[config.mk]
export PLATFORM = sky130hd
export DESIGN_NAME = wake_time_ordered_task_queue
export DESIGN_NICKNAME = d
export VERILOG_FILES = /design/src/rtl/wtq_pkg.sv /design/src/rtl/wake_time_ordered_task_queue.sv /design/src/rtl/wtq_ram.sv
export VERILOG_INCLUDE_DIRS = /design/src /design/src/rtl
export SDC_FILE = /design/constraint.sdc
export NUM_CORES = 1
export LEC_CHECK = 0
export ABC_AREA = 1
export BUFFER_PORTS_ARGS = -buffer_cell sky130_fd_sc_hd__buf_2
export CORE_MARGIN = 2
export CORE_UTILIZATION = 45
export CTS_CLUSTER_DIAMETER = 50
export DETAILED_ROUTE_END_ITERATION = 6
export GPL_ROUTABILITY_DRIVEN = 0
export PLACE_DENSITY_LB_ADDON = 0.3
export SLEW_MARGIN = 25
export SYNTH_ARGS = -nofsm -noshare
export SYNTH_HDL_FRONTEND = slang
export SYNTH_SLANG_ARGS = --single-unit
[constraint.sdc]
create_clock -name clock -period 5.5 [get_ports clock]
set_input_delay 1.1 -clock clock [delete_from_list [all_inputs] [get_ports clock]]
set_output_delay 1.1 -clock clock [all_outputs]
set_load 0.1 [all_outputs]
[src/rtl/assert_macros.svh]
// Assertion macros used by the top-level RTL file of the task queue.
`ifndef ASSERT_MACROS_SVH
`define ASSERT_MACROS_SVH

// Checks a property on every rising clock edge outside reset.
`define ASSERT_CLK(label, prop, msg) \
   label: assert property (@(posedge clock) disable iff (reset) (prop)) else $error(msg);

// Checks that a condition never holds on a rising clock edge outside reset.
`define ASSERT_NEVER(label, cond, msg) \
   label: assert property (@(posedge clock) disable iff (reset) !(cond)) else $error(msg);

`endif

[src/rtl/wtq_pkg.sv]
// Package with types, codes and constants of the wake-time ordered task queue.
package wtq_pkg;

   localparam int TaskWidth  = 8;
   localparam int DelayWidth = 40;
   localparam int NowWidth   = 32;
   localparam int FracBits   = 8;
   localparam int WakeWidth  = 41;
   localparam int EntryWidth = WakeWidth + TaskWidth;

   // Default queue depth and the number of task ids that may be queued.
   localparam int DefaultQueueDepth = 16;
   localparam int MaxTasks          = 256;

   // Half a sample in the fractional time format.
   localparam logic [FracBits-1:0] HalfSample = 8'd128;

   // Request codes.
   localparam logic [1:0] REQ_SCHEDULE = 2'd0;
   localparam logic [1:0] REQ_TAKE     = 2'd1;
   localparam logic [1:0] REQ_REMOVE   = 2'd2;

   // Status codes.
   localparam logic [1:0] STATUS_OK       = 2'd0;
   localparam logic [1:0] STATUS_FULL     = 2'd1;
   localparam logic [1:0] STATUS_NOT_QUED = 2'd2;
   localparam logic [1:0] STATUS_NOT_DUE  = 2'd3;

   typedef struct packed {
      logic [1:0]            req_type;
      logic [TaskWidth-1:0]  task_id;
      logic [DelayWidth-1:0] delay;
      logic [NowWidth-1:0]   now;
      logic                  none_alive;
   } req_item_type;

   typedef struct packed {
      logic [1:0]           status;
      logic [TaskWidth-1:0] ready_id;
      logic                 stop_request;
      logic                 current_valid;
      logic [TaskWidth-1:0] current_id;
   } rsp_item_type;

   typedef enum logic [3:0] {
      ST_IDLE,
      ST_SCAN_RD,
      ST_SCAN_CMP,
      ST_HEAD_RD,
      ST_HEAD_CMP,
      ST_MOVE_RD,
      ST_MOVE_WR,
      ST_INS_WR,
      ST_DONE
   } state_type;

endpackage

[src/rtl/wake_time_ordered_task_queue.sv]
// Top level of the wake-time ordered task queue with its sequencer.
//
// Usage: the block keeps up to QUEUE_DEPTH task ids sorted by absolute wake
// time (whole samples with 8 fractional bits). Items arrive on the req_
// channel (valid/stall) and each one gives exactly one item on the rsp_
// channel. A schedule item places a task at now plus delay after all entries
// with an equal time, a take item pops the head when it is due by now plus
// half a sample, and a remove item unlinks a task. The user must write the
// loop_forever bit on the csr_ port only while the block is idle; the block
// itself does not enforce it.
// One entry RAM and one 41-bit compare unit do all the work, and each entry
// visited passes through a read state and a compare or write state. The work
// of an item grows with the queue fill and the number of entries shifted; an
// item on an empty queue skips the scan.
// req_stall is high while an item is in work; the next one is accepted in the
// cycle after its result is loaded at the earliest.
// Reset empties the queue, clears the current-task marker and loop_forever.
// A stalled result waits in the output register, and the next item may be
// accepted meanwhile; its result waits until the register is free.
module wake_time_ordered_task_queue #(
   parameter int QUEUE_DEPTH = wtq_pkg::DefaultQueueDepth
) (
   input  logic                  clock,
   input  logic                  reset,
   input  logic                  req_valid,
   output logic                  req_stall,
   input  wtq_pkg::req_item_type req_item,
   output logic                  rsp_valid,
   input  logic                  rsp_stall,
   output wtq_pkg::rsp_item_type rsp_item,
   input  logic                  csr_wr_en,
   input  logic                  csr_wr_data
);

`include "assert_macros.svh"

   localparam int IdxWidth = (QUEUE_DEPTH > 1) ? $clog2(QUEUE_DEPTH) : 1;
   localparam int CntWidth = $clog2(QUEUE_DEPTH + 1);
   localparam logic [CntWidth-1:0] CntFull = CntWidth'(QUEUE_DEPTH);
   localparam logic [CntWidth-1:0] CntOne  = CntWidth'(1);

   // Control registers.
   wtq_pkg::state_type state_ff, state_in;
   logic                rsp_valid_ff, rsp_valid_in;
   logic [CntWidth-1:0] cnt_ff, cnt_in;
   logic                cur_valid_ff, cur_valid_in;
   logic [wtq_pkg::TaskWidth-1:0] cur_id_ff, cur_id_in;
   logic                loop_ff;

   // Work registers of the item in progress.
   wtq_pkg::req_item_type req_ff, req_in;
   wtq_pkg::rsp_item_type rsp_item_ff, rsp_item_in;
   logic [wtq_pkg::WakeWidth-1:0] cmp_ref_ff, cmp_ref_in;
   logic [IdxWidth-1:0] idx_ff, idx_in;
   logic [CntWidth-1:0] le_ff, le_in;
   logic                found_ff, found_in;
   logic [IdxWidth-1:0] pos_ff, pos_in;
   logic [IdxWidth-1:0] at_ff, at_in;
   logic [IdxWidth-1:0] dst_ff, dst_in;
   logic [IdxWidth-1:0] lim_ff, lim_in;
   logic                down_ff, down_in;
   logic                ins_ff, ins_in;
   logic [1:0]          status_ff, status_in;
   logic [wtq_pkg::TaskWidth-1:0] ready_ff, ready_in;
   logic                stop_ff, stop_in;

   // RAM port signals.
   logic                ram_we;
   logic [IdxWidth-1:0] ram_waddr;
   logic [wtq_pkg::EntryWidth-1:0] ram_wdata;
   logic [IdxWidth-1:0] ram_raddr;
   logic [wtq_pkg::EntryWidth-1:0] ram_rdata;
   logic [wtq_pkg::WakeWidth-1:0]  rd_wake;
   logic [wtq_pkg::TaskWidth-1:0]  rd_task;

   wtq_ram #(
      .WIDTH (wtq_pkg::EntryWidth),
      .DEPTH (QUEUE_DEPTH)
   ) u_entry_ram (
      .clock   (clock),
      .wr_en   (ram_we),
      .wr_addr (ram_waddr),
      .wr_data (ram_wdata),
      .rd_addr (ram_raddr),
      .rd_data (ram_rdata)
   );

   assign rd_wake = ram_rdata[wtq_pkg::EntryWidth-1:wtq_pkg::TaskWidth];
   assign rd_task = ram_rdata[wtq_pkg::TaskWidth-1:0];

   // The shared compare unit: entry wake time against the reference time.
   logic cmp_le;
   assign cmp_le = (rd_wake <= cmp_ref_ff);

   // Request decode helpers on the incoming item.
   logic accept;
   logic id_in_range;
   logic [wtq_pkg::WakeWidth-1:0] new_wake;
   logic [wtq_pkg::WakeWidth-1:0] due_time;

   assign req_stall = (state_ff != wtq_pkg::ST_IDLE);
   assign accept    = req_valid && !req_stall;
   assign id_in_range = (32'(req_item.task_id) < 32'(wtq_pkg::MaxTasks));
   assign new_wake = {1'b0, req_item.now, {wtq_pkg::FracBits{1'b0}}}
                   + {1'b0, req_item.delay};
   assign due_time = {1'b0, req_item.now, wtq_pkg::HalfSample};

   // Scan results including the entry in the compare stage.
   logic                hit;
   logic                found_now;
   logic [IdxWidth-1:0] pos_now;
   logic [CntWidth-1:0] le_next;
   logic [CntWidth-1:0] idx_next_wide;
   logic [IdxWidth-1:0] at_now;
   logic                move_more;

   assign hit           = (rd_task == req_ff.task_id);
   assign found_now     = found_ff || hit;
   assign pos_now       = found_ff ? pos_ff : idx_ff;
   assign le_next       = le_ff + CntWidth'(!hit && cmp_le);
   assign idx_next_wide = CntWidth'(idx_ff) + CntOne;
   assign at_now        = le_next[IdxWidth-1:0];
   assign move_more     = down_ff ? (dst_ff < lim_ff) : (dst_ff > lim_ff);

   // Sequencer: next state, work registers and RAM control.
   always_comb begin
      state_in     = state_ff;
      rsp_valid_in = rsp_valid_ff;
      cnt_in       = cnt_ff;
      cur_valid_in = cur_valid_ff;
      cur_id_in    = cur_id_ff;
      req_in       = req_ff;
      rsp_item_in  = rsp_item_ff;
      cmp_ref_in   = cmp_ref_ff;
      idx_in       = idx_ff;
      le_in        = le_ff;
      found_in     = found_ff;
      pos_in       = pos_ff;
      at_in        = at_ff;
      dst_in       = dst_ff;
      lim_in       = lim_ff;
      down_in      = down_ff;
      ins_in       = ins_ff;
      status_in    = status_ff;
      ready_in     = ready_ff;
      stop_in      = stop_ff;
      ram_we       = 1'b0;
      ram_waddr    = dst_ff;
      ram_wdata    = ram_rdata;
      ram_raddr    = idx_ff;

      // The output register frees when its item is taken.
      if (rsp_valid_ff && !rsp_stall) begin
         rsp_valid_in = 1'b0;
      end

      unique case (state_ff)
         wtq_pkg::ST_IDLE: begin
            if (accept) begin
               req_in    = req_item;
               idx_in    = '0;
               le_in     = '0;
               found_in  = 1'b0;
               pos_in    = '0;
               status_in = wtq_pkg::STATUS_OK;
               ready_in  = '0;
               stop_in   = 1'b0;
               state_in  = wtq_pkg::ST_DONE;
               unique case (req_item.req_type)
                  wtq_pkg::REQ_SCHEDULE: begin
                     cmp_ref_in = new_wake;
                     if (!id_in_range) begin
                        status_in = wtq_pkg::STATUS_NOT_QUED;
                     end else if (cnt_ff == '0) begin
                        at_in    = '0;
                        state_in = wtq_pkg::ST_INS_WR;
                     end else begin
                        state_in = wtq_pkg::ST_SCAN_RD;
                     end
                  end
                  wtq_pkg::REQ_TAKE: begin
                     cmp_ref_in = due_time;
                     if (cnt_ff == '0) begin
                        status_in = wtq_pkg::STATUS_NOT_DUE;
                        stop_in   = req_item.none_alive && !loop_ff;
                     end else begin
                        state_in = wtq_pkg::ST_HEAD_RD;
                     end
                  end
                  wtq_pkg::REQ_REMOVE: begin
                     // The marker survives only if it names this task.
                     if (!(cur_valid_ff && cur_id_ff == req_item.task_id)) begin
                        cur_valid_in = 1'b0;
                        cur_id_in    = '0;
                     end
                     if (!id_in_range || cnt_ff == '0) begin
                        status_in = wtq_pkg::STATUS_NOT_QUED;
                     end else begin
                        state_in = wtq_pkg::ST_SCAN_RD;
                     end
                  end
                  default: begin
                     status_in = wtq_pkg::STATUS_OK;
                  end
               endcase
            end
         end

         wtq_pkg::ST_SCAN_RD: begin
            ram_raddr = idx_ff;
            state_in  = wtq_pkg::ST_SCAN_CMP;
         end

         wtq_pkg::ST_SCAN_CMP: begin
            // Look for the id and count earlier entries not after the new time.
            found_in = found_now;
            pos_in   = pos_now;
            le_in    = le_next;
            idx_in   = idx_ff + IdxWidth'(1);
            if (idx_next_wide < cnt_ff) begin
               state_in = wtq_pkg::ST_SCAN_RD;
            end else if (req_ff.req_type == wtq_pkg::REQ_SCHEDULE) begin
               if (!found_now && cnt_ff == CntFull) begin
                  status_in = wtq_pkg::STATUS_FULL;
                  state_in  = wtq_pkg::ST_DONE;
               end else begin
                  at_in  = at_now;
                  ins_in = 1'b1;
                  lim_in = at_now;
                  if (found_now) begin
                     dst_in  = pos_now;
                     down_in = (at_now >= pos_now);
                  end else begin
                     dst_in  = cnt_ff[IdxWidth-1:0];
                     down_in = 1'b0;
                  end
                  state_in = wtq_pkg::ST_MOVE_RD;
               end
            end else begin
               if (!found_now) begin
                  status_in = wtq_pkg::STATUS_NOT_QUED;
                  state_in  = wtq_pkg::ST_DONE;
               end else begin
                  ins_in   = 1'b0;
                  down_in  = 1'b1;
                  dst_in   = pos_now;
                  lim_in   = IdxWidth'(cnt_ff - CntOne);
                  state_in = wtq_pkg::ST_MOVE_RD;
               end
            end
         end

         wtq_pkg::ST_HEAD_RD: begin
            ram_raddr = '0;
            state_in  = wtq_pkg::ST_HEAD_CMP;
         end

         wtq_pkg::ST_HEAD_CMP: begin
            // Pop the head when it is due and close the gap behind it.
            if (cmp_le) begin
               ready_in     = rd_task;
               cur_valid_in = 1'b1;
               cur_id_in    = rd_task;
               ins_in       = 1'b0;
               down_in      = 1'b1;
               dst_in       = '0;
               lim_in       = IdxWidth'(cnt_ff - CntOne);
               state_in     = wtq_pkg::ST_MOVE_RD;
            end else begin
               status_in = wtq_pkg::STATUS_NOT_DUE;
               state_in  = wtq_pkg::ST_DONE;
            end
         end

         wtq_pkg::ST_MOVE_RD: begin
            // Fetch the neighbor that moves into the current slot.
            ram_raddr = down_ff ? (dst_ff + IdxWidth'(1)) : (dst_ff - IdxWidth'(1));
            if (move_more) begin
               state_in = wtq_pkg::ST_MOVE_WR;
            end else if (ins_ff) begin
               state_in = wtq_pkg::ST_INS_WR;
            end else begin
               cnt_in   = cnt_ff - CntOne;
               state_in = wtq_pkg::ST_DONE;
            end
         end

         wtq_pkg::ST_MOVE_WR: begin
            ram_we    = 1'b1;
            ram_waddr = dst_ff;
            ram_wdata = ram_rdata;
            dst_in    = down_ff ? (dst_ff + IdxWidth'(1)) : (dst_ff - IdxWidth'(1));
            state_in  = wtq_pkg::ST_MOVE_RD;
         end

         wtq_pkg::ST_INS_WR: begin
            // Store the new entry; a rescheduled task keeps the fill unchanged.
            ram_we    = 1'b1;
            ram_waddr = at_ff;
            ram_wdata = {cmp_ref_ff, req_ff.task_id};
            if (!found_ff) begin
               cnt_in = cnt_ff + CntOne;
            end
            if (cur_valid_ff && cur_id_ff == req_ff.task_id) begin
               cur_valid_in = 1'b0;
               cur_id_in    = '0;
            end
            state_in = wtq_pkg::ST_DONE;
         end

         wtq_pkg::ST_DONE: begin
            // Hand the result to the output register once it is free.
            if (!rsp_valid_ff || !rsp_stall) begin
               rsp_valid_in               = 1'b1;
               rsp_item_in.status         = status_ff;
               rsp_item_in.ready_id       = ready_ff;
               rsp_item_in.stop_request   = stop_ff;
               rsp_item_in.current_valid  = cur_valid_ff;
               rsp_item_in.current_id     = cur_id_ff;
               state_in                   = wtq_pkg::ST_IDLE;
            end
         end

         default: begin
            state_in = wtq_pkg::ST_IDLE;
         end
      endcase
   end

   // Control state register.
   always_ff @(posedge clock) begin
      if (reset) begin
         state_ff     <= wtq_pkg::ST_IDLE;
         rsp_valid_ff <= 1'b0;
         cnt_ff       <= '0;
         cur_valid_ff <= 1'b0;
         cur_id_ff    <= '0;
         loop_ff      <= 1'b0;
      end else begin
         state_ff     <= state_in;
         rsp_valid_ff <= rsp_valid_in;
         cnt_ff       <= cnt_in;
         cur_valid_ff <= cur_valid_in;
         cur_id_ff    <= cur_id_in;
         if (csr_wr_en) begin
            loop_ff <= csr_wr_data;
         end
      end
   end

   // Work and payload registers.
   always_ff @(posedge clock) begin
      req_ff      <= req_in;
      rsp_item_ff <= rsp_item_in;
      cmp_ref_ff  <= cmp_ref_in;
      idx_ff      <= idx_in;
      le_ff       <= le_in;
      found_ff    <= found_in;
      pos_ff      <= pos_in;
      at_ff       <= at_in;
      dst_ff      <= dst_in;
      lim_ff      <= lim_in;
      down_ff     <= down_in;
      ins_ff      <= ins_in;
      status_ff   <= status_in;
      ready_ff    <= ready_in;
      stop_ff     <= stop_in;
   end

   assign rsp_valid = rsp_valid_ff;
   assign rsp_item  = rsp_item_ff;

   // Assertions on the sequencer and queue bookkeeping.
   `ASSERT_CLK(a_fill_bound, cnt_ff <= CntFull, "queue fill above depth")
   `ASSERT_CLK(a_accept_busy, accept |=> state_ff != wtq_pkg::ST_IDLE,
               "accepted item did not start work")
   `ASSERT_CLK(a_marker_clear, !cur_valid_ff |-> cur_id_ff == '0,
               "invalid marker holds a nonzero id")
   `ASSERT_NEVER(a_insert_overflow,
                 state_ff == wtq_pkg::ST_INS_WR && !found_ff && cnt_ff == CntFull,
                 "insert into a full queue")

endmodule

[src/rtl/wtq_ram.sv]
// Generic single write port, single read port RAM with a registered read.
module wtq_ram #(
   parameter int WIDTH = 8,
   parameter int DEPTH = 16
) (
   input  logic                     clock,
   input  logic                     wr_en,
   input  logic [$clog2(DEPTH)-1:0] wr_addr,
   input  logic [WIDTH-1:0]         wr_data,
   input  logic [$clog2(DEPTH)-1:0] rd_addr,
   output logic [WIDTH-1:0]         rd_data
);

   logic [WIDTH-1:0] mem [DEPTH];

   // Write port and registered read port.
   always_ff @(posedge clock) begin
      if (wr_en) begin
         mem[wr_addr] <= wr_data;
      end
      rd_data <= mem[rd_addr];
   end

endmodule

### After elaboration in Yosys (flattened, before gate mapping)

Memory sizes are Yosys's and may differ from the RTL's. A register that Yosys moved wholly into a read port is not among the register bits.
Index checks and enable logic that the tools add are counted.
Widths: inputs -> output; s select.

| word-level totals | value |
|---|---|
| input bits | 89 |
| RAM bits | 784 |
| memories | 1 |
| register bits after elaboration | 130 |
| output and inout bits | 22 |

| cells by class | value |
|---|---|
| multiplexer cells | 93 |
| $add $sub $neg | 8 |
| equal/unequal tests | 33 |
| order comparisons | 5 |
| reduce and logical (&&, ||, !) cells | 42 |

Memories:

| memory | depth | bits a word | read ports | clocked after Yosys merged registers in | wr ports | line | source |
|---|---|---|---|---|---|---|---|
| u_entry_ram.mem | 16 | 49 | 1 | 1 | 1 | wtq_ram.sv:14 | `logic [WIDTH-1:0] mem [DEPTH];` |

Operator list:

| operator | number |
|---|---|
| $mux 4 | 31 |
| $pmux 41 s2 | 1 |
| $mux 49 | 1 |
| $mux 8 | 6 |
| $add 40x40->41 | 1 |
| $le 41x41->1 | 1 |
| $pmux 4 s2 | 5 |
| $pmux 4 s9 | 1 |
| $ne 2x2->1 const B | 13 |
| $eq 8x8->1 | 3 |
| $pmux 4 s3 | 2 |
| $pmux 8 s3 | 1 |
| $mux 1 | 23 |
| $mux 5 | 4 |
| $pmux 5 s2 | 2 |
| $eq 4x3->1 const B | 4 |
| $mux 2 | 8 |
| $pmux 8 s2 | 1 |
| $ne 3x3->1 const B | 4 |
| $reduce_and 6->1 | 2 |
| $reduce_and 2->1 | 5 |
| $reduce_and 5->1 | 2 |
| $reduce_bool 2->1 | 5 |
| $reduce_bool 3->1 | 3 |
| 33 further kinds | 52 |

### Logic depth before layout (Yosys ltp)

| logic depth | value |
|---|---|
| word-level depth | 10 |
| gate-level depth with buffers | 22 |
| mapped depth without buffers | 22 |

### Hierarchy

From an unflattened synthesis, not the netlist that was laid out.

| unflattened totals | value |
|---|---|
| cells, all modules | 4,581 |
| area total of the unflattened synthesis | 44,742.9 um2 |

Modules (own cells, without submodules):

| module | times used | area each (um2) | cells an instance |
|---|---|---|---|
| wtq_ram | 1 | 34,738.3 | 3,231 |
| wake_time_ordered_task_queue | 1 | 10,004.6 | 1,350 |

### Worst setup path before layout

OpenSTA, ideal clock, no wires.

| timing path | value |
|---|---|
| kind | register to register |
| from | register state_ff[3] |
| to | memory u_entry_ram.mem[12][0] (netlist bit), enable pin |
| stages on the path, launching flop included | 8 |
| path slack | 1.606 ns |
| library setup time | 0.456 ns |
| data arrival time | 3.439 ns |
| path through | dfxtp_1 -> inv_1 -> nand2_1 -> nor2_2 -> inv_2 -> o21ai_0 -> nand3_1 -> nor2_1 |

| on the way | value |
|---|---|
| word-level cells in the longest chain between the ends | 5 |
| elaborated cells on any way between the ends | 7 |

RTL lines:

| item | line | source |
|---|---|---|
| start, declared | wake_time_ordered_task_queue.sv:43 | `wtq_pkg::state_type state_ff, state_in;` |
| start signal, assigned | wake_time_ordered_task_queue.sv:333 | `state_ff <= wtq_pkg::ST_IDLE;` |
| start signal, assigned | wake_time_ordered_task_queue.sv:340 | `state_ff <= state_in;` |
| $eq 4x3->1 | wake_time_ordered_task_queue.sv:157 | `unique case (state_ff)` |
| $reduce_or 2->1 (no line) | n/a |  |
| $mux 1 | wake_time_ordered_task_queue.sv:157 |  |
| $mux 1 | wtq_ram.sv:18 | `if (wr_en) begin` |
| $mux 1 (not written as such) | wtq_ram.sv:19 | `mem[wr_addr] <= wr_data;` |
| end, declared | wtq_ram.sv:14 |  |

Several ways; a longest one is shown, not always the timed one.

### Final worst setup path

| timing path | value |
|---|---|
| from | register cmp_ref_ff[4] (netlist bit) |
| to | register down_ff, data pin |

| on the way | value |
|---|---|
| word-level cells in the longest chain between the ends | 9 |

RTL lines:

| item | line | source |
|---|---|---|
| start, declared | wake_time_ordered_task_queue.sv:53 | `logic [wtq_pkg::WakeWidth-1:0] cmp_ref_ff, cmp_ref_in;` |
| start signal, assigned | wake_time_ordered_task_queue.sv:355 | `cmp_ref_ff <= cmp_ref_in;` |
| $le 41x41->1 | wake_time_ordered_task_queue.sv:93 | `assign cmp_le = (rd_wake <= cmp_ref_ff);` |
| $logic_and 1x1->1 | wake_time_ordered_task_queue.sv:120 | `assign le_next = le_ff + CntWidth'(!hit && cmp_le);` |
| $add 5x1->5 | wake_time_ordered_task_queue.sv:120 |  |
| net le_next[1] | wake_time_ordered_task_queue.sv:112 | `logic [CntWidth-1:0] le_next;` |
| $ge 4x4->1 | wake_time_ordered_task_queue.sv:232 | `down_in = (at_now >= pos_now);` |
| $mux 1 | wake_time_ordered_task_queue.sv:230 | `if (found_now) begin` |
| $mux 1 | wake_time_ordered_task_queue.sv:223 | `if (!found_now && cnt_ff == CntFull) begin` |
| $mux 1 | wake_time_ordered_task_queue.sv:222 | `end else if (req_ff.req_type == wtq_pkg::REQ_SCHEDULE) begin` |
| $mux 1 | wake_time_ordered_task_queue.sv:220 | `if (idx_next_wide < cnt_ff) begin` |
| $pmux 1 s2 | wake_time_ordered_task_queue.sv:157 |  |
| end signal, assigned | wake_time_ordered_task_queue.sv:363 | `down_ff <= down_in;` |
| end, declared | wake_time_ordered_task_queue.sv:61 | `logic down_ff, down_in;` |

The timed path passes the listed nets, and every way through them passes these cells. The select of a mux whose other input is x is not followed.
A chain may end at the register's enable or synchronous reset.

==> qor.csv <==
stage;metric;value;unit
yosys;count leader, synth;edfxtp_1;
power_and_ir_drop;PwrDens;456;nW/um^2
timing;Peak Freq;258;MHz
route;vias;28292;
floorplan;total core area;94700;um^2
yosys;largest family of logic cells by synthesized area;simple AND/OR/NAND/NOR gates;
worst_setup_path;WP data required;5.90;ns
yosys;Syn Area/Cell;11.0;um^2
clock_tree;post-CTS sizing;0;
floorplan;I/O pin count;111;
layout;Non-Filler Instances;5365;
yosys;top_reg_cell synth;edfxtp_1;
global_routing;vias in the first global route;26967;
floorplan;Die H;313;um
yosys;cell taking the most area after synthesis;edfxtp_1;
worst_setup_path;CP Launch Type;register;
power_and_ir_drop;maximum VDD drop;312;uV
route;DRC;0;
clock_tree;Worst-path clk slew;0.06;ns
global_routing;total global-route track usage;20.3;%
timing;crit share post-route;70.3;%
clock_tree;clock tree buffer depth;3;
yosys;Synth top area share;62.5;%
worst_setup_path;cells along the critical path;inv_1, ha_1, nand2_1, nor4_1, nand4_1, a21boi_0, ha_1, ha_1, ha_1, a21boi_0, o21a_1, o21a_1, o21ai_0, nand2_1;
power_and_ir_drop;LEAKAGE;18.8;nW
clock_tree;total clock sinks;962;
flow_run;max-cap viol count;0;
global_routing;global route overflow;0;
global_routing;initial antenna violation count;7;
worst_setup_path;CP most frequent cell;ha_1;
timing;Max-Slew Margin vs Limit;27.0;%
floorplan;die area;97800;um^2
timing;Tmin final;3.87;ns
worst_setup_path;slowest CP cell;nor4_1;
timing;Fin. Hold Viols;0;
worst_setup_path;Worst path top cell family by delay;simple AND/OR/NAND/NOR gates;
timing;worst-margin pin slew;1.10;ns
worst_setup_path;Buf/Inv on CP;1;
yosys;Yosys reg bits;962;
yosys;fraction of the mapped netlist area in compound gates;11.1;%
route;Routed Antenna Nets;0;
route;vias per cell;5.27;
global_routing;first-pass GRT wire length;154000;um
clock_tree;worst skew pair latency;0.69;ns
clock_tree;Clock Root Buffer;clkbuf_16;
floorplan;Initial Util;45.3;%
timing;Clock Skew;0.0284;ns
clock_tree;TritonCTS Buffers;101;
worst_setup_path;largest stage delay on the critical path;0.74;ns
layout;proportion of layout cells with a drive suffix above 1;10.5;%
timing;Max Slew Vio Count;0;
floorplan;Die Width;313;um
hold_path;Hold Crit Class;register to register;
placed_design;Inst Count DP;5170;
timing;final setup violating endpoints;0;
yosys;post-synthesis instance area;42900;um^2
clock_tree;cts hold-fix bufs;0;
yosys;Post-Synth XOR/XNOR Area;0.510;%
route;number of detailed-route iterations in the first pass;6;
placed_design;HPWL after DPL;59000;um
status;status;complete, no violations;
worst_setup_path;Worst EP arrival;4.27;ns
clock_tree;TritonCTS clock tree;done;
global_routing;largest net degree at the start of global routing;230;
timing;RSZ-0062 raised after global routing;false;
yosys;Synth Area in Simple Gates;12.0;%
yosys;top cells by count, synth;edfxtp_1 (893), nand2_1 (609), inv_1 (605), nand3_1 (363), a21oi_1 (258);
worst_setup_path;Crit Path Class;register to register;
yosys;asr flop ratio synth;0;%
worst_setup_path;crit end category;register;
yosys;post-synthesis sequential area ratio;65.7;%
timing;Fin Setup TNS;0;ns
worst_setup_path;Worst Path Max Fanout;3;
placed_design;PortBufs;110;
floorplan;Rows;113;
clock_tree;Post-CTS Setup Inserts;0;
yosys;Post-Syn Instances;3903;
layout;Area Growth Syn to Fin;13.0;%
yosys;mux contribution to synthesized area;0;%
yosys;Adder-Cell Fraction of Synth Area;2.89;%
yosys;Synth area leaders;edfxtp_1 (63%), nand2_1 (5.3%), inv_1 (5.3%), nand3_1 (4.2%), o211ai_1 (3.5%);
yosys;Mapped Nets;4090;
yosys;number of enable flip-flop cells after synthesis;893;
route;DRT iter0 DRCs;2561;
route;total wire length;101000;um
route;Wirelength per Cell;18.8;um
clock_tree;H-tree depth;3;
layout;Final #Nets;4196;
yosys;count of cell types in the netlist;45;
yosys;Ys Warns;0;
[worst reg2reg max path, cell delays in order (launching register included)]
cell	delay (ns)
edfxtp_1	0.32
inv_1	0.05
ha_1	0.29
nand2_1	0.09
nor4_1	0.74
nand4_1	0.31
a21boi_0	0.37
ha_1	0.24
ha_1	0.26
ha_1	0.28
a21boi_0	0.12
o21a_1	0.17
o21a_1	0.16
o21ai_0	0.13
nand2_1	0.07
[final cells by class]
cell class              count  area [um^2]
diodes                      2         5.00
flip-flops and latches    962        28200
clock buffers             136         2780
repair buffers            189         1360
fillers                  8256        46200
well taps                1265         1580
clock inverters            56          697
multi-input cells        2143        11600
inverters                 612         2300
[flip-flops by register name (all words and copies together) (netlist names)]
name,flops
cmp_ref_ff,41
ready_ff,8
lim_ff,4
down_ff,1
ins_ff,1
dst_ff,4
u_entry_ram.mem,784
le_ff,4
cur_id_ff,8
at_ff,4
loop_ff,1
status_ff,2
pos_ff,4
found_ff,1
cur_valid_ff,1
req_ff,10
rsp_valid,1
rsp_item,20
state_ff,4
stop_ff,1
idx_ff,4
cnt_ff,5
u_entry_ram.rd_data,49
[per-layer routing]
layer  vias up  wire [um]  track usage, %
li1      13811          -               -
met5         -         58               0
met3       164       7240            3.55
met4        10       2470            6.48
met2       903      47400            33.4
met1     13404      43500            27.4
[cell usage in the layout, fill, tap and decap left out, types with 5 or more instances in the layout]
cell type   count
clkbuf_16     101
o21a_1          8
o211ai_1      201
or2_2          19
buf_2         110
a31oi_1        11
clkinv_1        7
bufinv_16      10
nor3_1         13
clkinvlp_4      5
edfxtp_1      893
inv_2           5
nand3_1       363
o21bai_1        5
nor2_1        139
xor2_1         15
clkbuf_1       23
a21boi_0        5
xnor2_1        10
a21oi_2        10
nand2_1       609
inv_1         604
o21ai_1       128
buf_4          62
a21oi_1       258
nand4_1        25
o21ai_0       167
buf_12         16
nor2_4         17
clkinv_4        7
ha_1           95
clkinv_2       18
o21ai_2        15
dfxtp_1        69
clkbuf_8       12
[power by group]
part	internal (mW)	total, mW	switching, mW
sequential	9.36	9.59	0.226
clock	4.08	7.00	2.92
combinational	1.60	5.54	3.94
[logic make-up (layout without fill, tap and decap cells)]
kind of cell             Yosys count  in the layout
adder cells (fa/ha/maj)           98             98
other                              0              2
flip-flops                       962            962
buffers and inverters            798            993
AND/OR/NAND/NOR                 1198           1198
AO/OA/AOI/OAI                    822            822
XOR/XNOR                          25             25
[path summary, 6_finish.rpt]
check / startpoint / to / slack (ns) / depth (start not counted)
setup / recovery: cmp_ref_ff[4] / down_ff / 1.63 / 14
hold / removal: status_ff[0] / rsp_item[18] / 0.42 / 0
setup reg to reg: cmp_ref_ff[4] / down_ff / 1.63 / 14
hold reg to reg: status_ff[0] / rsp_item[18] / 0.42 / 0
[through the flow]
stage	setup slack (ns)	instance area, um^2	hold WS [ns]	utilization, %	power (mW)
6_report	1.63	48500	0.418	51.2	22.1
5_1_grt	1.43	48500	0.434	51.2	23.2
4_1_cts	1.72	48400	0.419	51.1	22.2
3_5_place_dp	1.77	45000	0.405	47.5	15.2
3_3_place_gp	1.79	44900	0.409	47.4	15.1
2_1_floorplan	1.61	42900	0.400	-	13.6
No activity file was read; power rests on OpenSTA's default activity.
